--- config.mk ---
export PLATFORM = sky130hd
export DESIGN_NAME = aecd_front
export DESIGN_NICKNAME = d
export VERILOG_FILES = /design/src/rtl/core/aecd_pkg.sv /design/src/rtl/core/aecd_front.sv
export SDC_FILE = /design/constraint.sdc
export NUM_CORES = 1
export LEC_CHECK = 0
export ABC_AREA = 1
export BUFFER_PORTS_ARGS = -buffer_cell sky130_fd_sc_hd__buf_4
export CAP_MARGIN = 20
export CORE_ASPECT_RATIO = 0.75
export CORE_MARGIN = 2
export CORE_UTILIZATION = 61
export CTS_BUF_LIST = sky130_fd_sc_hd__clkbuf_2
export CTS_CLUSTER_DIAMETER = 100
export DETAILED_ROUTE_END_ITERATION = 8
export PLACE_DENSITY = 0.82
export SKIP_LAST_GASP = 1
export SLEW_MARGIN = 25
export SYNTH_ARGS = -nofsm -noshare
export SYNTH_HDL_FRONTEND = slang
export SYNTH_SLANG_ARGS = --single-unit
--- constraint.sdc ---
create_clock -name aclk -period 7.5 [get_ports aclk]
set_clock_uncertainty 0.1 [all_clocks]
set_input_delay 2.25 -clock aclk [delete_from_list [all_inputs] [get_ports aclk]]
set_output_delay 2.25 -clock aclk [all_outputs]
set_load 0.1 [all_outputs]
--- src/rtl/core/aecd_pkg.sv ---
`timescale 1ns / 1ps
// aecd_pkg: widths, codes and beat types shared by the alpha-edge color dilation core.
// No dependencies; compiled before every other file of the core.
package aecd_pkg;

    localparam int W_W        = 11;   // image width field
    localparam int H_W        = 13;   // image height field
    localparam int TOTAL_W    = 23;   // width * height, at most 2047 * 4096
    localparam int SPAN_W     = 16;   // passes * width, at most 32 * 2047
    localparam int T_W        = 24;   // item position inside a frame
    localparam int Q_W        = T_W + 1;  // signed pixel index of a pass
    localparam int PIX_W      = 32;
    localparam int ALPHA_W    = 8;
    localparam int CFG_IDX_W  = 4;
    localparam int CFG_DATA_W = 16;

    localparam logic [CFG_IDX_W-1:0] REG_IMAGE_WIDTH  = 4'd0;
    localparam logic [CFG_IDX_W-1:0] REG_IMAGE_HEIGHT = 4'd1;

    localparam logic              CMD_FLUSH    = 1'b1;
    localparam logic [W_W-1:0]    WIDTH_RESET  = 11'd1024;
    localparam logic [H_W-1:0]    HEIGHT_RESET = 13'd1;
    localparam logic [H_W-1:0]    HEIGHT_CAP   = 13'd4096;
    localparam logic [ALPHA_W-1:0] ALPHA_OPAQUE = 8'hFF;

    // One ring entry: pixel of a pass plus the alpha the pixel came in with
    typedef struct packed {
        logic [ALPHA_W-1:0] alpha;
        logic [PIX_W-1:0]   pixel;
    } entry_t;

    // One slot moving down the cell chain
    typedef struct packed {
        logic                  valid;
        logic signed [Q_W-1:0] q;        // index of the pixel carried in data
        logic [W_W-1:0]        col;      // column, same for every pass
        logic                  fresh_ok; // data holds a pixel of the frame
        entry_t                data;
    } slot_t;

    // Frame geometry derived from the registers
    typedef struct packed {
        logic [W_W-1:0]     width;
        logic [W_W-1:0]     width_m1;
        logic               width_one;
        logic [TOTAL_W-1:0] total;
    } cfg_t;

endpackage

--- src/rtl/core/aecd_front.sv ---
`timescale 1ns / 1ps
// aecd_front: configuration registers, frame geometry and item position counters.
// Turns accepted input beats into slots for the cell chain. Uses aecd_pkg.
module aecd_front #(
    parameter int MAX_WIDTH = 1024,
    parameter int PASSES    = 11
) (
    input  logic                            aclk,
    input  logic                            aresetn,
    input  logic                            ce,
    input  logic                            s_tvalid,
    output logic                            s_tready,
    input  logic [0:0]                      s_tuser,
    input  logic [aecd_pkg::PIX_W-1:0]      s_tdata,
    input  logic                            cfg_valid,
    output logic                            cfg_ready,
    input  logic [aecd_pkg::CFG_IDX_W-1:0]  cfg_index,
    input  logic [aecd_pkg::CFG_DATA_W-1:0] cfg_wdata,
    output aecd_pkg::cfg_t                  cfg,
    output aecd_pkg::slot_t                 slot_out
);
    localparam int WW = aecd_pkg::W_W;
    localparam int HW = aecd_pkg::H_W;
    localparam int TW = aecd_pkg::TOTAL_W;
    localparam int SW = aecd_pkg::SPAN_W;
    localparam int PW = aecd_pkg::T_W;
    localparam logic [WW-1:0] W_CAP =
        WW'((MAX_WIDTH > (2**WW - 1)) ? (2**WW - 1) : MAX_WIDTH);

    logic [WW-1:0] image_width_reg;
    logic [HW-1:0] image_height_reg;
    logic [WW-1:0] w_eff;
    logic [HW-1:0] h_eff;
    logic [TW-1:0] total_next;
    logic [SW-1:0] span_next;

    logic [WW-1:0] w_reg, w_m1_reg;
    logic          w_one_reg;
    logic [TW-1:0] total_reg;
    logic [SW-1:0] span_reg;
    logic [PW-1:0] end_reg;
    logic [1:0]    busy_reg;

    logic [PW-1:0] t_reg, t_next, t0;
    logic [WW-1:0] col_reg, col_next, col0;
    logic          wrap, fresh_ok, ignore, take, cfg_hit;
    aecd_pkg::slot_t slot_next, slot_reg;

    assign cfg_ready = 1'b1;
    assign cfg_hit   = cfg_valid && cfg_ready &&
                       (cfg_index == aecd_pkg::REG_IMAGE_WIDTH ||
                        cfg_index == aecd_pkg::REG_IMAGE_HEIGHT);

    always_ff @(posedge aclk) begin
        if (!aresetn) begin
            image_width_reg  <= aecd_pkg::WIDTH_RESET;
            image_height_reg <= aecd_pkg::HEIGHT_RESET;
        end else if (cfg_valid && cfg_ready) begin
            if (cfg_index == aecd_pkg::REG_IMAGE_WIDTH) begin
                image_width_reg <= cfg_wdata[WW-1:0];
            end else if (cfg_index == aecd_pkg::REG_IMAGE_HEIGHT) begin
                image_height_reg <= cfg_wdata[HW-1:0];
            end
        end
    end

    always_comb begin
        if (image_width_reg == '0) begin
            w_eff = WW'(1);
        end else if (image_width_reg > W_CAP) begin
            w_eff = W_CAP;
        end else begin
            w_eff = image_width_reg;
        end
        if (image_height_reg == '0) begin
            h_eff = HW'(1);
        end else if (image_height_reg > aecd_pkg::HEIGHT_CAP) begin
            h_eff = aecd_pkg::HEIGHT_CAP;
        end else begin
            h_eff = image_height_reg;
        end
    end

    assign total_next = {{(TW-WW){1'b0}}, w_eff} * {{(TW-HW){1'b0}}, h_eff};
    assign span_next  = SW'(PASSES) * {{(SW-WW){1'b0}}, w_eff};

    // Geometry is registered, end_reg after total_reg; the busy count covers that
    always_ff @(posedge aclk) begin
        w_reg     <= w_eff;
        w_m1_reg  <= w_eff - WW'(1);
        w_one_reg <= (w_eff == WW'(1));
        total_reg <= total_next;
        span_reg  <= span_next;
        end_reg   <= {{(PW-TW){1'b0}}, total_reg} + {{(PW-SW){1'b0}}, span_reg};
    end

    always_ff @(posedge aclk) begin
        if (!aresetn) begin
            busy_reg <= 2'd3;
        end else if (cfg_hit) begin
            busy_reg <= 2'd2;
        end else if (busy_reg != 2'd0) begin
            busy_reg <= busy_reg - 2'd1;
        end
    end

    assign s_tready = ce && (busy_reg == 2'd0);

    assign wrap     = (t_reg >= end_reg);
    assign t0       = wrap ? '0 : t_reg;
    assign col0     = wrap ? '0 : col_reg;
    assign fresh_ok = (t0 < {{(PW-TW){1'b0}}, total_reg});
    // a flush beat while pixels are still due is dropped
    assign ignore   = (s_tuser[0] == aecd_pkg::CMD_FLUSH) && fresh_ok;
    assign take     = s_tvalid && s_tready && !ignore;
    assign t_next   = t0 + PW'(1);
    assign col_next = (col0 == w_m1_reg) ? '0 : col0 + WW'(1);

    always_ff @(posedge aclk) begin
        if (!aresetn) begin
            t_reg   <= '0;
            col_reg <= '0;
        end else if (cfg_hit) begin
            t_reg   <= '0;
            col_reg <= '0;
        end else if (take) begin
            t_reg   <= t_next;
            col_reg <= col_next;
        end
    end

    always_comb begin
        slot_next.valid      = take;
        slot_next.q          = $signed({1'b0, t0});
        slot_next.col        = col0;
        slot_next.fresh_ok   = fresh_ok;
        slot_next.data.alpha = s_tdata[31:24];
        slot_next.data.pixel = fresh_ok ? s_tdata : '0;
    end

    always_ff @(posedge aclk) begin
        if (!aresetn) begin
            slot_reg.valid <= 1'b0;
        end else if (ce) begin
            slot_reg <= slot_next;
        end
    end

    assign slot_out      = slot_reg;
    assign cfg.width     = w_reg;
    assign cfg.width_m1  = w_m1_reg;
    assign cfg.width_one = w_one_reg;
    assign cfg.total     = total_reg;

endmodule

==> results.json <==
{
  "run_status": "completed",
  "power_density_mw_per_mm2": 164.6,
  "ff2ff_path_depth": 25,
  "drv_cap": 0,
  "leakage_nw": 8.900,
  "post_cts_buffers": 0,
  "crit_arrival_ns": 7.66,
  "met2RoutedLength_um": 17820,
  "seqPwrFrac_pct": 45.5,
  "root_buffer": "clkbuf_2",
  "cts.sinks": 222,
  "fmax_ghz": 0.1432,
  "netlist_instances": 1862,
  "finalSetupViolCount": 0,
  "hold_viol_final": 0,
  "instances_no_fill": 2458,
  "track_usage_pct": 29.87,
  "critPathRequiredTime_ns": 8.17,
  "p_sw_mw": 1.068,
  "worst_pin_slew_ns": 1.089,
  "async_reset_ff_share_pct": 0,
  "clk_pin_slew_ns": 0.11,
  "grt_max_degree": 54,
  "seq_area_mm2": 0.005205,
  "wl_met1_um": 16670,
  "grt_setup_unrepaired": "no",
  "place_hpwl_um": 30510,
  "grt_overflow_total": 0,
  "synth_seq_area_share_pct": 33.29,
  "maxSlewViolCount": 0,
  "grt_pass1_vias": 12610,
  "ctsResizeCount": 0,
  "detail_route.wl_per_cell_um": 15.96,
  "synth_top_flop_cell": "dfxtp_1",
  "yosysUniqueCellTypes": 47,
  "hold_buffers": 0,
  "slowest_stage": "nor2_1",
  "synth_warnings": 0,
  "vias_per_cell": 5.260,
  "pwr-share-clk_pct": 32.1,
  "top_layer": "met4",
  "critPathKind": "reg -> reg",
  "multiInputGateArea_mm2": 0.008785,
  "fin_setup_tns_ns": 0,
  "drc": 0,
  "drive_gt1_share_pct": 15.71,
  "clock_latency_ns": 0.95,
  "worstSetupStartpointType": "flop",
  "p_int_mw": 1.886,
  "p_sw_share_pct": 36.16,
  "wl_met3_um": 4041,
  "slowest_delay_ns": 0.58,
  "worstHoldPathCells": 2,
  "synth_area_mm2": 0.01564,
  "htree_levels": 2,
  "die_w_um": 188.9,
  "tritoncts": "built",
  "largest_reg_flops": 77,
  "hold_path_class": "reg -> reg",
  "io_pins": 184,
  "slew_headroom_pct": 26.61,
  "finalCriticalPeriod_ns": 6.984,
  "dieHeight_um": 142.7,
  "fp-row-count": 50,
  "grt_pass1_wl_um": 62990,
  "ctsLongestPathBuffers": 3,
  "antenna_found_initial": 1,
  "start_util_pct": 62.33,
  "min_period_over_period_pct": 93.12,
  "drt_iter0_markers": 932,
  "firstDrtPassIters": 6,
  "numCtsBuffers": 55,
  "combPwrFrac_pct": 22.4,
  "via_count": 12930,
  "port_buffers": 178,
  "postRouteAntennaNets": 0,
  "ys_ff_latch": 222,
  "synth_nets": 2178,
  "crit_fanout": 8,
  "synth_area_per_cell_um2": 8.398,
  "area_delta_synth_final_pct": 14.78,
  "layout.nets": 2390,
  "core_area_mm2": 0.02509,
  "synth_edf_count": 76,
  "n_fill_cell": 2003,
  "worst_setup_path_end_kind": "flop",
  "ir_drop_mv": 0.1685,
  "place_inst": 2355,
  "routed_wl_um": 39240,
  "die_area_mm2": 0.02695,
  "gp_congestion": 0.9458
}
-- cells by family after synthesis --
family | count (synthesis) | share of synthesized area, %
simple gates | 675 | 18.76
buf+inv | 427 | 10.62
fa+ha+maj | 258 | 25.73
flops | 222 | 33.29
compound gates | 183 | 6.233
xor+xnor | 95 | 5.321
other cells | 2 | 0.04803
-- critical path, delay by kind of cell (launching register included) --
family | cells | cell delay [ns]
fa+ha+maj | 6 | 3.03
simple gates | 8 | 1.76
compound gates | 5 | 1.10
buf+inv | 5 | 0.35
flops | 1 | 0.35
xor+xnor | 1 | 0.14
-- routing by layer --
layer | vias to the layer above | GRT usage (%)
met5 | - | 0
met4 | 0 | 8.553
met3 | 64 | 8.159
met2 | 541 | 47.21
met1 | 6086 | 40.59
li1 | 6237 | -
-- cells in the mapped netlist, types with 3 or more instances --
library cell	n	area, µm²
edfxtp_1	76	2282
xor2_1	62	543.0
nand2_1	292	1096
nor3_1	13	65.06
xnor2_1	33	289.0
inv_2	6	22.52
a31oi_1	4	25.02
o211ai_1	4	30.03
nor4_1	3	18.77
nor2_4	9	101.4
nand4_1	15	93.84
clkbuf_1	27	101.4
ha_1	152	1902
nor2_8	4	80.08
inv_1	373	1400
o21ai_0	49	245.2
nor3_2	3	30.03
buf_4	6	45.04
buf_2	9	45.04
nand3_1	70	350.3
a21oi_1	110	550.5
clkinv_1	4	15.01
nor2_1	243	912.1
nor2_2	12	75.07
dfxtp_1	146	2923
fa_1	106	2122
a21o_1	3	22.52
-- path summary, 6_finish.rpt --
kind	startpoint	to	slack (ns)
setup reg to reg	image_height_reg[8]	total_reg[21]	0.52
hold / removal	image_width_reg[6]	image_width_reg[6]	0.38
setup / recovery	image_height_reg[8]	total_reg[21]	0.52
hold reg to reg	image_width_reg[6]	image_width_reg[6]	0.38
-- metrics by stage --
stage | area [µm²] | worst slack, ns | utilization [%] | hold slack, ns | power, mW
finish | 17950 | 0.5163 | 71.55 | 0.3831 | 2.954
CTS | 17950 | 0.6284 | 71.54 | 0.3826 | 2.977
global route | 17950 | 0.1502 | 71.55 | 0.4126 | 3.091
detailed placement | 17340 | 0.6367 | 69.14 | 0.3658 | 2.031
floorplan | 15640 | 1.472 | - | 0.3430 | 1.880
global placement | 17340 | 0.8397 | 69.13 | 0.3565 | 2.015
-- cell type report --
type	instances	share of cell area, %
antenna	1	0.01394
clock buffer	74	2.063
clock inverter	28	1.290
inverter	383	8.010
multi-input combinational	1213	48.94
sequential	222	29.00
tap	338	2.356
timing repair buffer	199	8.323
-- cell usage in the layout, fill, tap and decap left out, drive strengths merged --
cell	instances
conb	2
and3	1
buf	199
or2	1
clkinv	26
a21boi	2
bufinv	4
inv	381
nand3b	2
o31ai	1
o2111ai	1
a21oi	111
clkbuf	74
nor3b	1
a31oi	4
edfxtp	76
o21bai	2
nor4	3
nor2	268
a21o	3
nand4	15
xnor2	33
diode	1
a211oi	2
nor3	17
o21ai	51
o211ai	4
a221oi	2
ha	152
dfxtp	146
fa	106
nand3	73
nand2	294
xor2	62
-- power groups by stage --
stage / sequential (mW) / combinational, mW / clock [mW]
detailed placement: 1.37 / 0.661 / 0
global route: 1.35 / 0.708 / 1.03
finish: 1.34 / 0.663 / 0.947
CTS: 1.34 / 0.662 / 0.971
floorplan: 1.61 / 0.265 / 0
global placement: 1.37 / 0.647 / 0
(Power assumes the default switching activity.)
